--- config.mk ---
export PLATFORM = sky130hd
export DESIGN_NAME = weighted_centroid_3d
export DESIGN_NICKNAME = d
export VERILOG_FILES = /design/src/hdl/wc3d_pkg.sv /design/src/hdl/weighted_centroid_3d.sv /design/src/hdl/wc3d_divider.sv
export SDC_FILE = /design/constraint.sdc
export NUM_CORES = 2
export LEC_CHECK = 0
export BUFFER_PORTS_ARGS = -buffer_cell sky130_fd_sc_hd__buf_2
export CAP_MARGIN = 40
export CORE_MARGIN = 2
export CORE_UTILIZATION = 45
export CTS_BUF_LIST = sky130_fd_sc_hd__clkbuf_8
export DETAILED_ROUTE_END_ITERATION = 10
export PLACE_DENSITY = 0.71
export SETUP_SLACK_MARGIN = 0.15
export SYNTH_ARGS = -nofsm -noshare
export SYNTH_HDL_FRONTEND = slang
export SYNTH_HIERARCHICAL = 1
export SYNTH_SLANG_ARGS = --single-unit
--- constraint.sdc ---
create_clock -name aclk -period 14.1 [get_ports aclk]
set_clock_uncertainty 0.05 [all_clocks]
set_input_delay 4.23 -clock aclk [delete_from_list [all_inputs] [get_ports aclk]]
set_output_delay 4.23 -clock aclk [all_outputs]
set_load 0.02 [all_outputs]
--- src/hdl/wc3d_pkg.sv ---
`timescale 1ns / 1ps

package wc3d_pkg;

    // Fixed field widths and default sizing
    localparam int COORD_BITS      = 10;
    localparam int VALUE_BITS_DEF  = 16;
    localparam int FRAC_BITS_DEF   = 8;
    localparam int ACC_HEADROOM    = 32;

    // Sequencer of the top level
    typedef enum logic [2:0] {
        ST_IDLE,
        ST_MUL,
        ST_ADD,
        ST_MASS,
        ST_DIV_START,
        ST_DIV_WAIT,
        ST_ROUND,
        ST_PUSH
    } wc3d_state_t;

    // Axis being worked on
    typedef enum logic [1:0] {
        AXIS_X,
        AXIS_Y,
        AXIS_Z
    } axis_t;

    // Divider sequencer
    typedef enum logic [1:0] {
        DIV_IDLE,
        DIV_CHECK,
        DIV_RUN
    } div_state_t;

    // Divider status toward the top level
    typedef struct packed {
        logic done;
        logic ovf;
    } div_status_t;

endpackage

--- src/hdl/weighted_centroid_3d.sv ---
`timescale 1ns / 1ps
// Voxel word: when it counts toward the sums it is accepted, then multiplied and added per
// axis on one shared multiplier; when the mask drops it, it is only accepted.
// Last voxel: the sums then go through one restoring divider, one quotient bit a cycle,
// one axis after another, plus mass check and push.
// One voxel is in flight at a time; the finished centroid waits in an output register.
// aresetn (synchronous, active low) clears sums, mask_enable, sequencer and valid flags.

module weighted_centroid_3d
    import wc3d_pkg::*;
#(
    parameter int VALUE_BITS = VALUE_BITS_DEF,
    parameter int FRAC_BITS  = FRAC_BITS_DEF
) (
    input  logic                                              aclk,
    input  logic                                              aresetn,
    // mask_enable register
    input  logic                                              cfg_we,
    input  logic                                              cfg_wdata,
    // voxel stream
    input  logic                                              s_axis_tvalid,
    output logic                                              s_axis_tready,
    // coord_x, coord_y, coord_z, voxel_value, zero pad
    input  logic [((3*COORD_BITS+VALUE_BITS+7)/8)*8-1:0]     s_axis_tdata,
    // mask_bit
    input  logic                                              s_axis_tuser,
    // last_voxel
    input  logic                                              s_axis_tlast,
    // centroid stream
    output logic                                              m_axis_tvalid,
    input  logic                                              m_axis_tready,
    // centroid_x, centroid_y, centroid_z, zero pad
    output logic [((3*(COORD_BITS+1+FRAC_BITS)+7)/8)*8-1:0]  m_axis_tdata,
    // zero_mass, clipped
    output logic [1:0]                                        m_axis_tuser
);

    localparam int OUT_BITS   = COORD_BITS + 1 + FRAC_BITS;
    localparam int QUOT_BITS  = OUT_BITS + 1;
    localparam int SHIFT_BITS = COORD_BITS + 1;
    localparam int PROD_BITS  = COORD_BITS + VALUE_BITS + 1;
    localparam int WSUM_BITS  = COORD_BITS + VALUE_BITS + ACC_HEADROOM;
    localparam int MASS_BITS  = VALUE_BITS + ACC_HEADROOM;
    localparam int M_DATA_W   = ((3*OUT_BITS+7)/8)*8;

    localparam logic [QUOT_BITS-1:0] LIM_NEG_MAG = QUOT_BITS'(1) << (OUT_BITS - 1);
    localparam logic [QUOT_BITS-1:0] LIM_POS_MAG = LIM_NEG_MAG - 1'b1;
    localparam logic [OUT_BITS-1:0]  OUT_MIN     = {1'b1, {(OUT_BITS-1){1'b0}}};
    localparam logic [OUT_BITS-1:0]  OUT_MAX     = {1'b0, {(OUT_BITS-1){1'b1}}};

    // Input word fields
    logic [COORD_BITS-1:0]        in_x, in_y, in_z;
    logic signed [VALUE_BITS-1:0] in_value;
    logic                         s_accept;
    logic                         in_counts;

    assign in_x     = s_axis_tdata[COORD_BITS-1:0];
    assign in_y     = s_axis_tdata[2*COORD_BITS-1:COORD_BITS];
    assign in_z     = s_axis_tdata[3*COORD_BITS-1:2*COORD_BITS];
    assign in_value = $signed(s_axis_tdata[3*COORD_BITS+VALUE_BITS-1:3*COORD_BITS]);

    // Sequencer and datapath registers
    wc3d_state_t                  state_reg, state_next;
    axis_t                        step_reg, step_next;
    logic                         mask_en_reg;
    logic [COORD_BITS-1:0]        coord_reg [0:2];
    logic [COORD_BITS-1:0]        coord_next [0:2];
    logic signed [VALUE_BITS-1:0] val_reg, val_next;
    logic                         last_reg, last_next;
    logic signed [PROD_BITS-1:0]  prod_reg, prod_next;
    logic signed [WSUM_BITS-1:0]  wsum_reg [0:2];
    logic signed [WSUM_BITS-1:0]  wsum_next [0:2];
    logic signed [MASS_BITS-1:0]  mass_reg, mass_next;
    logic [MASS_BITS-1:0]         mmag_reg, mmag_next;
    logic                         mneg_reg, mneg_next;
    logic                         sneg_reg, sneg_next;
    logic [OUT_BITS-1:0]          res_reg [0:2];
    logic [OUT_BITS-1:0]          res_next [0:2];
    logic                         zero_reg, zero_next;
    logic                         clip_reg, clip_next;

    // Output register
    logic                         m_valid_reg, m_valid_next;
    logic [3*OUT_BITS-1:0]        m_data_reg, m_data_next;
    logic [1:0]                   m_user_reg, m_user_next;

    // Divider interface
    logic                         div_start;
    logic [WSUM_BITS-1:0]         div_dividend;
    logic [QUOT_BITS-1:0]         div_quot;
    div_status_t                  div_status;

    // Rounding and saturation of one axis
    logic signed [WSUM_BITS-1:0]  wsum_sel;
    logic [WSUM_BITS-1:0]         smag;
    logic [QUOT_BITS:0]           quot_inc;
    logic [QUOT_BITS-1:0]         mag;
    logic [QUOT_BITS-1:0]         mag_neg;
    logic                         res_neg;
    logic [OUT_BITS-1:0]          axis_val;
    logic                         axis_clip;

    assign s_accept  = s_axis_tvalid && s_axis_tready;
    // Drop the voxel from the sums when masking is on and it lies outside
    assign in_counts = !(mask_en_reg && !s_axis_tuser);

    assign wsum_sel = wsum_reg[step_reg];
    assign smag     = wsum_sel[WSUM_BITS-1] ? (~wsum_sel + 1'b1) : wsum_sel;

    // Quotient carries one extra fraction bit; add half and drop it to round away from zero
    assign quot_inc = {1'b0, div_quot} + 1'b1;
    assign mag      = quot_inc[QUOT_BITS:1];
    assign mag_neg  = ~mag + 1'b1;
    assign res_neg  = (sneg_reg != mneg_reg) && (div_status.ovf || (mag != '0));

    always_comb begin
        axis_clip = 1'b0;
        axis_val  = mag[OUT_BITS-1:0];
        if (div_status.ovf) begin
            axis_clip = 1'b1;
            axis_val  = res_neg ? OUT_MIN : OUT_MAX;
        end else if (res_neg) begin
            if (mag > LIM_NEG_MAG) begin
                axis_clip = 1'b1;
                axis_val  = OUT_MIN;
            end else begin
                axis_val  = mag_neg[OUT_BITS-1:0];
            end
        end else if (mag > LIM_POS_MAG) begin
            axis_clip = 1'b1;
            axis_val  = OUT_MAX;
        end
    end

    // Next state and datapath control
    always_comb begin
        state_next   = state_reg;
        step_next    = step_reg;
        coord_next   = coord_reg;
        val_next     = val_reg;
        last_next    = last_reg;
        prod_next    = prod_reg;
        wsum_next    = wsum_reg;
        mass_next    = mass_reg;
        mmag_next    = mmag_reg;
        mneg_next    = mneg_reg;
        sneg_next    = sneg_reg;
        res_next     = res_reg;
        zero_next    = zero_reg;
        clip_next    = clip_reg;
        m_data_next  = m_data_reg;
        m_user_next  = m_user_reg;
        m_valid_next = m_valid_reg && !m_axis_tready;
        div_start    = 1'b0;
        div_dividend = smag;
        s_axis_tready = 1'b0;

        unique case (state_reg)
            ST_IDLE: begin
                s_axis_tready = 1'b1;
                if (s_axis_tvalid) begin
                    coord_next[0] = in_x;
                    coord_next[1] = in_y;
                    coord_next[2] = in_z;
                    val_next      = in_value;
                    last_next     = s_axis_tlast;
                    step_next     = AXIS_X;
                    if (in_counts) begin
                        mass_next  = mass_reg + MASS_BITS'(in_value);
                        state_next = ST_MUL;
                    end else if (s_axis_tlast) begin
                        state_next = ST_MASS;
                    end
                end
            end
            ST_MUL: begin
                prod_next  = $signed({1'b0, coord_reg[step_reg]}) * val_reg;
                state_next = ST_ADD;
            end
            ST_ADD: begin
                wsum_next[step_reg] = wsum_reg[step_reg] + WSUM_BITS'(prod_reg);
                unique case (step_reg)
                    AXIS_X: begin
                        step_next  = AXIS_Y;
                        state_next = ST_MUL;
                    end
                    AXIS_Y: begin
                        step_next  = AXIS_Z;
                        state_next = ST_MUL;
                    end
                    default: begin
                        step_next  = AXIS_X;
                        state_next = last_reg ? ST_MASS : ST_IDLE;
                    end
                endcase
            end
            ST_MASS: begin
                step_next = AXIS_X;
                clip_next = 1'b0;
                mneg_next = mass_reg[MASS_BITS-1];
                mmag_next = mass_reg[MASS_BITS-1] ? (~mass_reg + 1'b1) : mass_reg;
                if (mass_reg == '0) begin
                    // Zero mass: report zero coordinates and clear the sums
                    zero_next   = 1'b1;
                    res_next[0] = '0;
                    res_next[1] = '0;
                    res_next[2] = '0;
                    wsum_next[0] = '0;
                    wsum_next[1] = '0;
                    wsum_next[2] = '0;
                    state_next  = ST_PUSH;
                end else begin
                    zero_next  = 1'b0;
                    state_next = ST_DIV_START;
                end
            end
            ST_DIV_START: begin
                div_start  = 1'b1;
                sneg_next  = wsum_sel[WSUM_BITS-1];
                state_next = ST_DIV_WAIT;
            end
            ST_DIV_WAIT: begin
                if (div_status.done) begin
                    state_next = ST_ROUND;
                end
            end
            ST_ROUND: begin
                res_next[step_reg] = axis_val;
                clip_next          = clip_reg || axis_clip;
                unique case (step_reg)
                    AXIS_X: begin
                        step_next  = AXIS_Y;
                        state_next = ST_DIV_START;
                    end
                    AXIS_Y: begin
                        step_next  = AXIS_Z;
                        state_next = ST_DIV_START;
                    end
                    default: begin
                        // All axes done: clear the sums for the next volume
                        step_next    = AXIS_X;
                        wsum_next[0] = '0;
                        wsum_next[1] = '0;
                        wsum_next[2] = '0;
                        mass_next    = '0;
                        state_next   = ST_PUSH;
                    end
                endcase
            end
            ST_PUSH: begin
                // Hand the result to the output register once it is free
                if (!m_valid_reg || m_axis_tready) begin
                    m_data_next  = {res_reg[2], res_reg[1], res_reg[0]};
                    m_user_next  = {clip_reg, zero_reg};
                    m_valid_next = 1'b1;
                    state_next   = ST_IDLE;
                end
            end
            default: state_next = ST_IDLE;
        endcase
    end

    always_ff @(posedge aclk) begin
        if (!aresetn) begin
            state_reg   <= ST_IDLE;
            step_reg    <= AXIS_X;
            mask_en_reg <= 1'b0;
            m_valid_reg <= 1'b0;
            wsum_reg[0] <= '0;
            wsum_reg[1] <= '0;
            wsum_reg[2] <= '0;
            mass_reg    <= '0;
        end else begin
            state_reg   <= state_next;
            step_reg    <= step_next;
            m_valid_reg <= m_valid_next;
            wsum_reg    <= wsum_next;
            mass_reg    <= mass_next;
            if (cfg_we) begin
                mask_en_reg <= cfg_wdata;
            end
        end
    end

    always_ff @(posedge aclk) begin
        coord_reg  <= coord_next;
        val_reg    <= val_next;
        last_reg   <= last_next;
        prod_reg   <= prod_next;
        mmag_reg   <= mmag_next;
        mneg_reg   <= mneg_next;
        sneg_reg   <= sneg_next;
        res_reg    <= res_next;
        zero_reg   <= zero_next;
        clip_reg   <= clip_next;
        m_data_reg <= m_data_next;
        m_user_reg <= m_user_next;
    end

    // Shared divider: |sum| * 2^(FRAC_BITS+1) / |mass|, one bit a cycle
    wc3d_divider #(
        .SUM_BITS   (WSUM_BITS),
        .DEN_BITS   (MASS_BITS),
        .SHIFT_BITS (SHIFT_BITS),
        .QUOT_BITS  (QUOT_BITS)
    ) u_divider (
        .aclk     (aclk),
        .aresetn  (aresetn),
        .start    (div_start),
        .dividend (div_dividend),
        .divisor  (mmag_reg),
        .quot     (div_quot),
        .status   (div_status)
    );

    assign m_axis_tvalid = m_valid_reg;
    assign m_axis_tdata  = M_DATA_W'(m_data_reg);
    assign m_axis_tuser  = m_user_reg;

`ifndef ASSERT_OFF
    // A zero-mass word carries zero coordinates and no clip
    a_zero_mass_word: assert property (@(posedge aclk) disable iff (!aresetn)
        m_axis_tvalid && m_axis_tuser[0] |-> (m_axis_tdata == '0) && !m_axis_tuser[1])
        else $error("zero-mass word with nonzero centroid or clip");

    // Divider finishes only while the sequencer waits for it
    a_div_done_wait: assert property (@(posedge aclk) disable iff (!aresetn)
        div_status.done |-> state_reg == ST_DIV_WAIT)
        else $error("divider done outside wait state");

    // Sums are clear by the time a result is pushed
    a_sums_cleared: assert property (@(posedge aclk) disable iff (!aresetn)
        state_reg == ST_PUSH |-> (mass_reg == '0) && (wsum_reg[0] == '0) &&
            (wsum_reg[1] == '0) && (wsum_reg[2] == '0))
        else $error("sums not cleared before push");

    // A voxel dropped by the mask leaves the mass untouched
    a_masked_voxel: assert property (@(posedge aclk) disable iff (!aresetn)
        s_accept && mask_en_reg && !s_axis_tuser |=> $stable(mass_reg))
        else $error("masked voxel changed the mass");
`endif

endmodule

--- src/hdl/wc3d_divider.sv ---
`timescale 1ns / 1ps

module wc3d_divider
    import wc3d_pkg::*;
#(
    parameter int SUM_BITS   = COORD_BITS + VALUE_BITS_DEF + ACC_HEADROOM,
    parameter int DEN_BITS   = VALUE_BITS_DEF + ACC_HEADROOM,
    parameter int SHIFT_BITS = COORD_BITS + 1,
    parameter int QUOT_BITS  = COORD_BITS + FRAC_BITS_DEF + 2
) (
    input  logic                 aclk,
    input  logic                 aresetn,
    input  logic                 start,
    input  logic [SUM_BITS-1:0]  dividend,
    input  logic [DEN_BITS-1:0]  divisor,
    output logic [QUOT_BITS-1:0] quot,
    output div_status_t          status
);

    localparam int CMP_BITS = DEN_BITS + SHIFT_BITS;
    localparam int CNT_BITS = $clog2(QUOT_BITS);
    localparam int PAD_BITS = QUOT_BITS - SHIFT_BITS;

    div_state_t            state_reg, state_next;
    logic [SUM_BITS-1:0]   num_reg, num_next;
    logic [DEN_BITS-1:0]   den_reg, den_next;
    logic [DEN_BITS-1:0]   rem_reg, rem_next;
    logic [QUOT_BITS-1:0]  bits_reg, bits_next;
    logic [QUOT_BITS-1:0]  quot_reg, quot_next;
    logic [CNT_BITS-1:0]   cnt_reg, cnt_next;
    logic                  done_reg, done_next;
    logic                  ovf_reg, ovf_next;

    logic [DEN_BITS:0]     trial;
    logic [DEN_BITS:0]     diff;
    logic                  fits;
    logic                  ovf_hit;

    assign trial   = {rem_reg, bits_reg[QUOT_BITS-1]};
    assign fits    = trial >= {1'b0, den_reg};
    assign diff    = trial - {1'b0, den_reg};
    // Quotient would not fit in QUOT_BITS: dividend >= divisor << SHIFT_BITS
    assign ovf_hit = CMP_BITS'(num_reg) >= {den_reg, {SHIFT_BITS{1'b0}}};

    always_comb begin
        state_next = state_reg;
        num_next   = num_reg;
        den_next   = den_reg;
        rem_next   = rem_reg;
        bits_next  = bits_reg;
        quot_next  = quot_reg;
        cnt_next   = cnt_reg;
        done_next  = 1'b0;
        ovf_next   = ovf_reg;
        unique case (state_reg)
            DIV_IDLE: begin
                if (start) begin
                    num_next   = dividend;
                    den_next   = divisor;
                    state_next = DIV_CHECK;
                end
            end
            DIV_CHECK: begin
                ovf_next  = ovf_hit;
                rem_next  = DEN_BITS'(num_reg >> SHIFT_BITS);
                bits_next = QUOT_BITS'(num_reg[SHIFT_BITS-1:0]) << PAD_BITS;
                quot_next = '0;
                cnt_next  = CNT_BITS'(QUOT_BITS - 1);
                if (ovf_hit) begin
                    done_next  = 1'b1;
                    state_next = DIV_IDLE;
                end else begin
                    state_next = DIV_RUN;
                end
            end
            DIV_RUN: begin
                // One restoring step: shift in the next dividend bit
                rem_next  = fits ? diff[DEN_BITS-1:0] : trial[DEN_BITS-1:0];
                quot_next = {quot_reg[QUOT_BITS-2:0], fits};
                bits_next = bits_reg << 1;
                cnt_next  = cnt_reg - 1'b1;
                if (cnt_reg == '0) begin
                    done_next  = 1'b1;
                    state_next = DIV_IDLE;
                end
            end
            default: state_next = DIV_IDLE;
        endcase
    end

    always_ff @(posedge aclk) begin
        if (!aresetn) begin
            state_reg <= DIV_IDLE;
            done_reg  <= 1'b0;
        end else begin
            state_reg <= state_next;
            done_reg  <= done_next;
        end
    end

    always_ff @(posedge aclk) begin
        num_reg  <= num_next;
        den_reg  <= den_next;
        rem_reg  <= rem_next;
        bits_reg <= bits_next;
        quot_reg <= quot_next;
        cnt_reg  <= cnt_next;
        ovf_reg  <= ovf_next;
    end

    assign quot        = quot_reg;
    assign status.done = done_reg;
    assign status.ovf  = ovf_reg;

endmodule

==> metrics.md <==
| Metric | Value |
|---|---|
| Status | finished, final reports clean |
| Endpoints failing setup | 0 |
| Worst-case reg-to-reg path depth | 24 |
| Switching power | 3.23 mW |
| Die area | about 100000 um^2 |
| CTS tree | done |
| Pins Over Slew Limit | 0 |
| Worst path bufs/invs | 2 |
| Cell depth of the worst hold path | 0 |
| Post_cts resized | 0 |
| R2R Setup Slk | 7.09 ns |
| Mapped Cells | 4666 |
| Crit end category | flip-flop |
| Slew HR | between 30% and 40% |
| Crit share post-route | 51.2% |
| Antenna Nets Post-Route | 0 |
| Hold crit path type | flip-flop to flip-flop |
| Post CTS Setup Buffer Count | 0 |
| Worst Path Max Fanout | 34 |
| Power Internal | about 5 mW |
| Sequential power share | about 30% |
| Initial core utilization | 45.5% |
| Cts hold-fix bufs | 0 |
| CTS H-tree depth | 3 |
| Max reg flops | ~170 |
| Most common library cell in the layout ignoring fill and taps | edfxtp_1 |
| Io pins | around 120 |
| Total track usage | 22.1% |
| Asr flop ratio synth | 0% |
| Comb power frac | about half |
| CTS Root Cell | clkbuf_8 |
| Max_cap viols | 0 |
| Top_reg_cell synth | edfxtp_1 |
| First-pass GRT wire length | roughly 180000 um |
| Largest net degree at the start of global routing | 80 |
| Via Count | around 35000 |
| Final Hold Viols | 0 |
| Die W | roughly 320 um |
| Avg Inst Size Synth | 9.63 um^2 |
| Vias/cell | 5.79 |
| Crit path DAT | around 7.8 ns |
| Clk_lat worst skew | ~0.77 ns |
| Sequential Area | 17700 um^2 |
| CP delay by family, top | compound AO/OA/AOI/OAI gates |
| Pwr Total | ~8 mW |
| CP peak stage delay | about 0.63 ns |
| WL final | 115000 um |
| Rows | approximately 120 |
| Switch share | about two fifths |
| Place WS | a little over 6 ns |
| Hold path endpoint | u_divider/den_reg[20] |
| Cell variety after synth | 118 |
| Post-DP HPWL | approximately 85000 um |
| Sequential share of the synthesized area | 39.3% |
| Most frequent cells in the layout | edfxtp_1 (433), nand2_1 (385), inv_1 (373) |
| Clock slew at reported path FFs | roughly 0.06 ns |
| Post-placement cell count | between 5000 and 6000 |
| Crit start category | primary input |
| Tmin final | ~7.2 ns |
| Total clock buffers created by CTS | 112 |
| P&R area growth vs syn | 8.72% |
| P_leak | around 20 nW |
| Clk pwr share | between 20 and 25% |
| Vias in the first global route | around 34000 |
| Placer Congestion | just over 0.9 |
| Core box area | just under 100000 um^2 |
| Post-route setup slack | roughly 6.9 ns |
| Critical Path RT | between 10 and 15 ns |
| Post-Layout Cell Count | between 6000 and 7000 |
| Yosys warns | 6 |
| Initial antenna violation count | 2 |
| CTS Sinks | between 600 and 700 |
| Maximum vdd drop | roughly 0.24 mV |
| Placed inst area | roughly 46000 um^2 |
| Post-Synthesis Cell Area | 45000 um^2 |
| Fill count | between 9000 and 10000 |
| Routed WL per cell | 18.9 um |
| Post-synth EDFFs | between 400 and 500 |
| Pwr Density | 168 nW/um^2 |
| Die Ht | approximately 320 um |
| RSZ-0062 raised after global routing | no |
| Critical path cell sequence | buf_2 -> ha_1 -> a21o_1 -> or2_2 -> o22ai_1 -> nand3_1 -> o21ai_0 -> o311ai_0 -> buf_1 -> a221oi_1 -> o21bai_1 -> xnor2_1 -> o21ai_0 |
| Worst-margin pin slew | between 0.9 and 1 ns |
| Worst r2r dst | prod_reg[26] |
| Worst r2r src | step_reg[1] |
| Achievable frequency | 0.139 GHz |
| Design Area, Final | 48900 um^2 |
| 1st-pass router iterations | 6 |
| Critical-path top delay cell | o21ai_0 |
| DR iter-0 viols | ~2900 |
| Clock Tree Buf Depth | 3 |
| Synth Register Bits | 665 |
| Hold_sp | mmag_reg[20] |
| Critical path class | primary input to flip-flop |
| Total congestion overflow | 0 |
| Setup TNS | 0 ns |
| Most used cell, CP | o21ai_0 |
| Port-buffer cells | roughly 110 |
| Multi-input gate area | approximately 25000 um^2 |
| Post-layout nets | between 5000 and 6000 |
| Fraction of layout cells with a size suffix above 1 | a little under a tenth |
| # DRC | 0 |
==> layout make-up <==
| class | count | area share [%] |
|---|---|---|
| Multi-Input combinational cell | 3408 | 51.0 |
| Sequential cell | 665 | 36.1 |
| Clock buffer | 126 | 3.55 |
| Tap cell | 1287 | 3.30 |
| Inverter | 337 | 2.59 |
| Timing Repair Buffer | 169 | 2.15 |
| Clock inverter | 87 | 1.32 |
| Antenna cell | 1 | 0.00512 |
==> per-stage QoR <==
| stage | utilization, % | hold WS, ns |
|---|---|---|
| floorplan | - | 0.350 |
| global placement | 47.0 | 0.353 |
| detailed placement | 47.1 | 0.355 |
| CTS | 49.5 | 0.362 |
| global route | 49.5 | 0.368 |
| finish | 49.5 | 0.364 |
==> worst reg2reg max path, delay by kind of cell, from the launching register on <==
family,cells,cell delay (ns)
buffers and inverters,4,0.40
flip-flops,1,0.43
adder cells (fa/ha/maj),6,2.90
AO/OA/AOI/OAI,8,1.97
XOR/XNOR,1,0.08
AND/OR/NAND/NOR,5,0.93
==> cells by family (layout without fill, tap and decap cells) <==
| kind of cell | Yosys count | after routing | share of synthesized area [%] |
|---|---|---|---|
| simple gates | 1339 | 1339 | 14.7 |
| compound gates | 1264 | 1264 | 18.6 |
| flops | 665 | 665 | 39.3 |
| buf+inv | 599 | 719 | 5.55 |
| fa+ha+maj | 417 | 417 | 14.1 |
| xor+xnor | 285 | 285 | 5.57 |
| mux | 96 | 96 | 2.19 |
| other cells | 1 | 8 | 0.00834 |
==> power groups by stage <==
stage / logic, mW / registers, mW / clock network (mW)
global route: 4.53 / 2.46 / 1.91
global placement: 3.87 / 2.49 / 0
floorplan: 3.20 / 2.45 / 0
CTS: 3.96 / 2.45 / 1.83
detailed placement: 3.94 / 2.49 / 0
finish: 3.96 / 2.45 / 1.79
==> synthesized netlist by cell type, drive strengths merged (20+ instances only) <==
cell type	instances	area, um^2
edfxtp	433	13000
nand2	388	1460
nor2	344	1310
inv	337	1260
o21ai	323	1620
a21oi	287	1460
ha	269	3370
dfxtp	232	4640
xnor2	185	1620
clkbuf	159	604
fa	148	2960
nand3	126	643
and2	124	781
a22oi	120	1000
buf	103	624
a21o	100	751
xor2	100	883
mux2i	84	845
nor3	80	432
a31oi	75	469
a22o	51	447
nand4	51	355
nor2b	40	253
nand2b	37	231
and3	32	200
o21bai	32	240
a211oi	28	233
nor4	28	241
o21a	27	203
o31ai	24	180
or3	24	155
o211ai	23	173
a311oi	20	175
==> layer usage <==
| layer | up-vias | global-route usage [%] | wire length (um) |
|---|---|---|---|
| li1 | 16894 | - | - |
| met1 | 16908 | 30.7 | 51800 |
| met2 | 1170 | 35.2 | 51900 |
| met3 | 210 | 3.21 | 7810 |
| met4 | 0 | 7.69 | 3170 |
| met5 | - | 0 | 0 |
==> how the worst max path moves through the flow <==
stage	start	endpoint	slack, ns	cells past startpoint
floorplan	step_reg[1]	prod_reg[25]	6.31	28
global placement	s_axis_tdata[45]	mass_reg[45]	6.15	12
detailed placement	s_axis_tdata[45]	mass_reg[45]	6.21	13
CTS	s_axis_tdata[45]	mass_reg[45]	7.01	13
global route	s_axis_tdata[45]	mass_reg[45]	6.58	13
finish	s_axis_tdata[45]	mass_reg[45]	6.89	13
(Power assumes the default switching activity.)
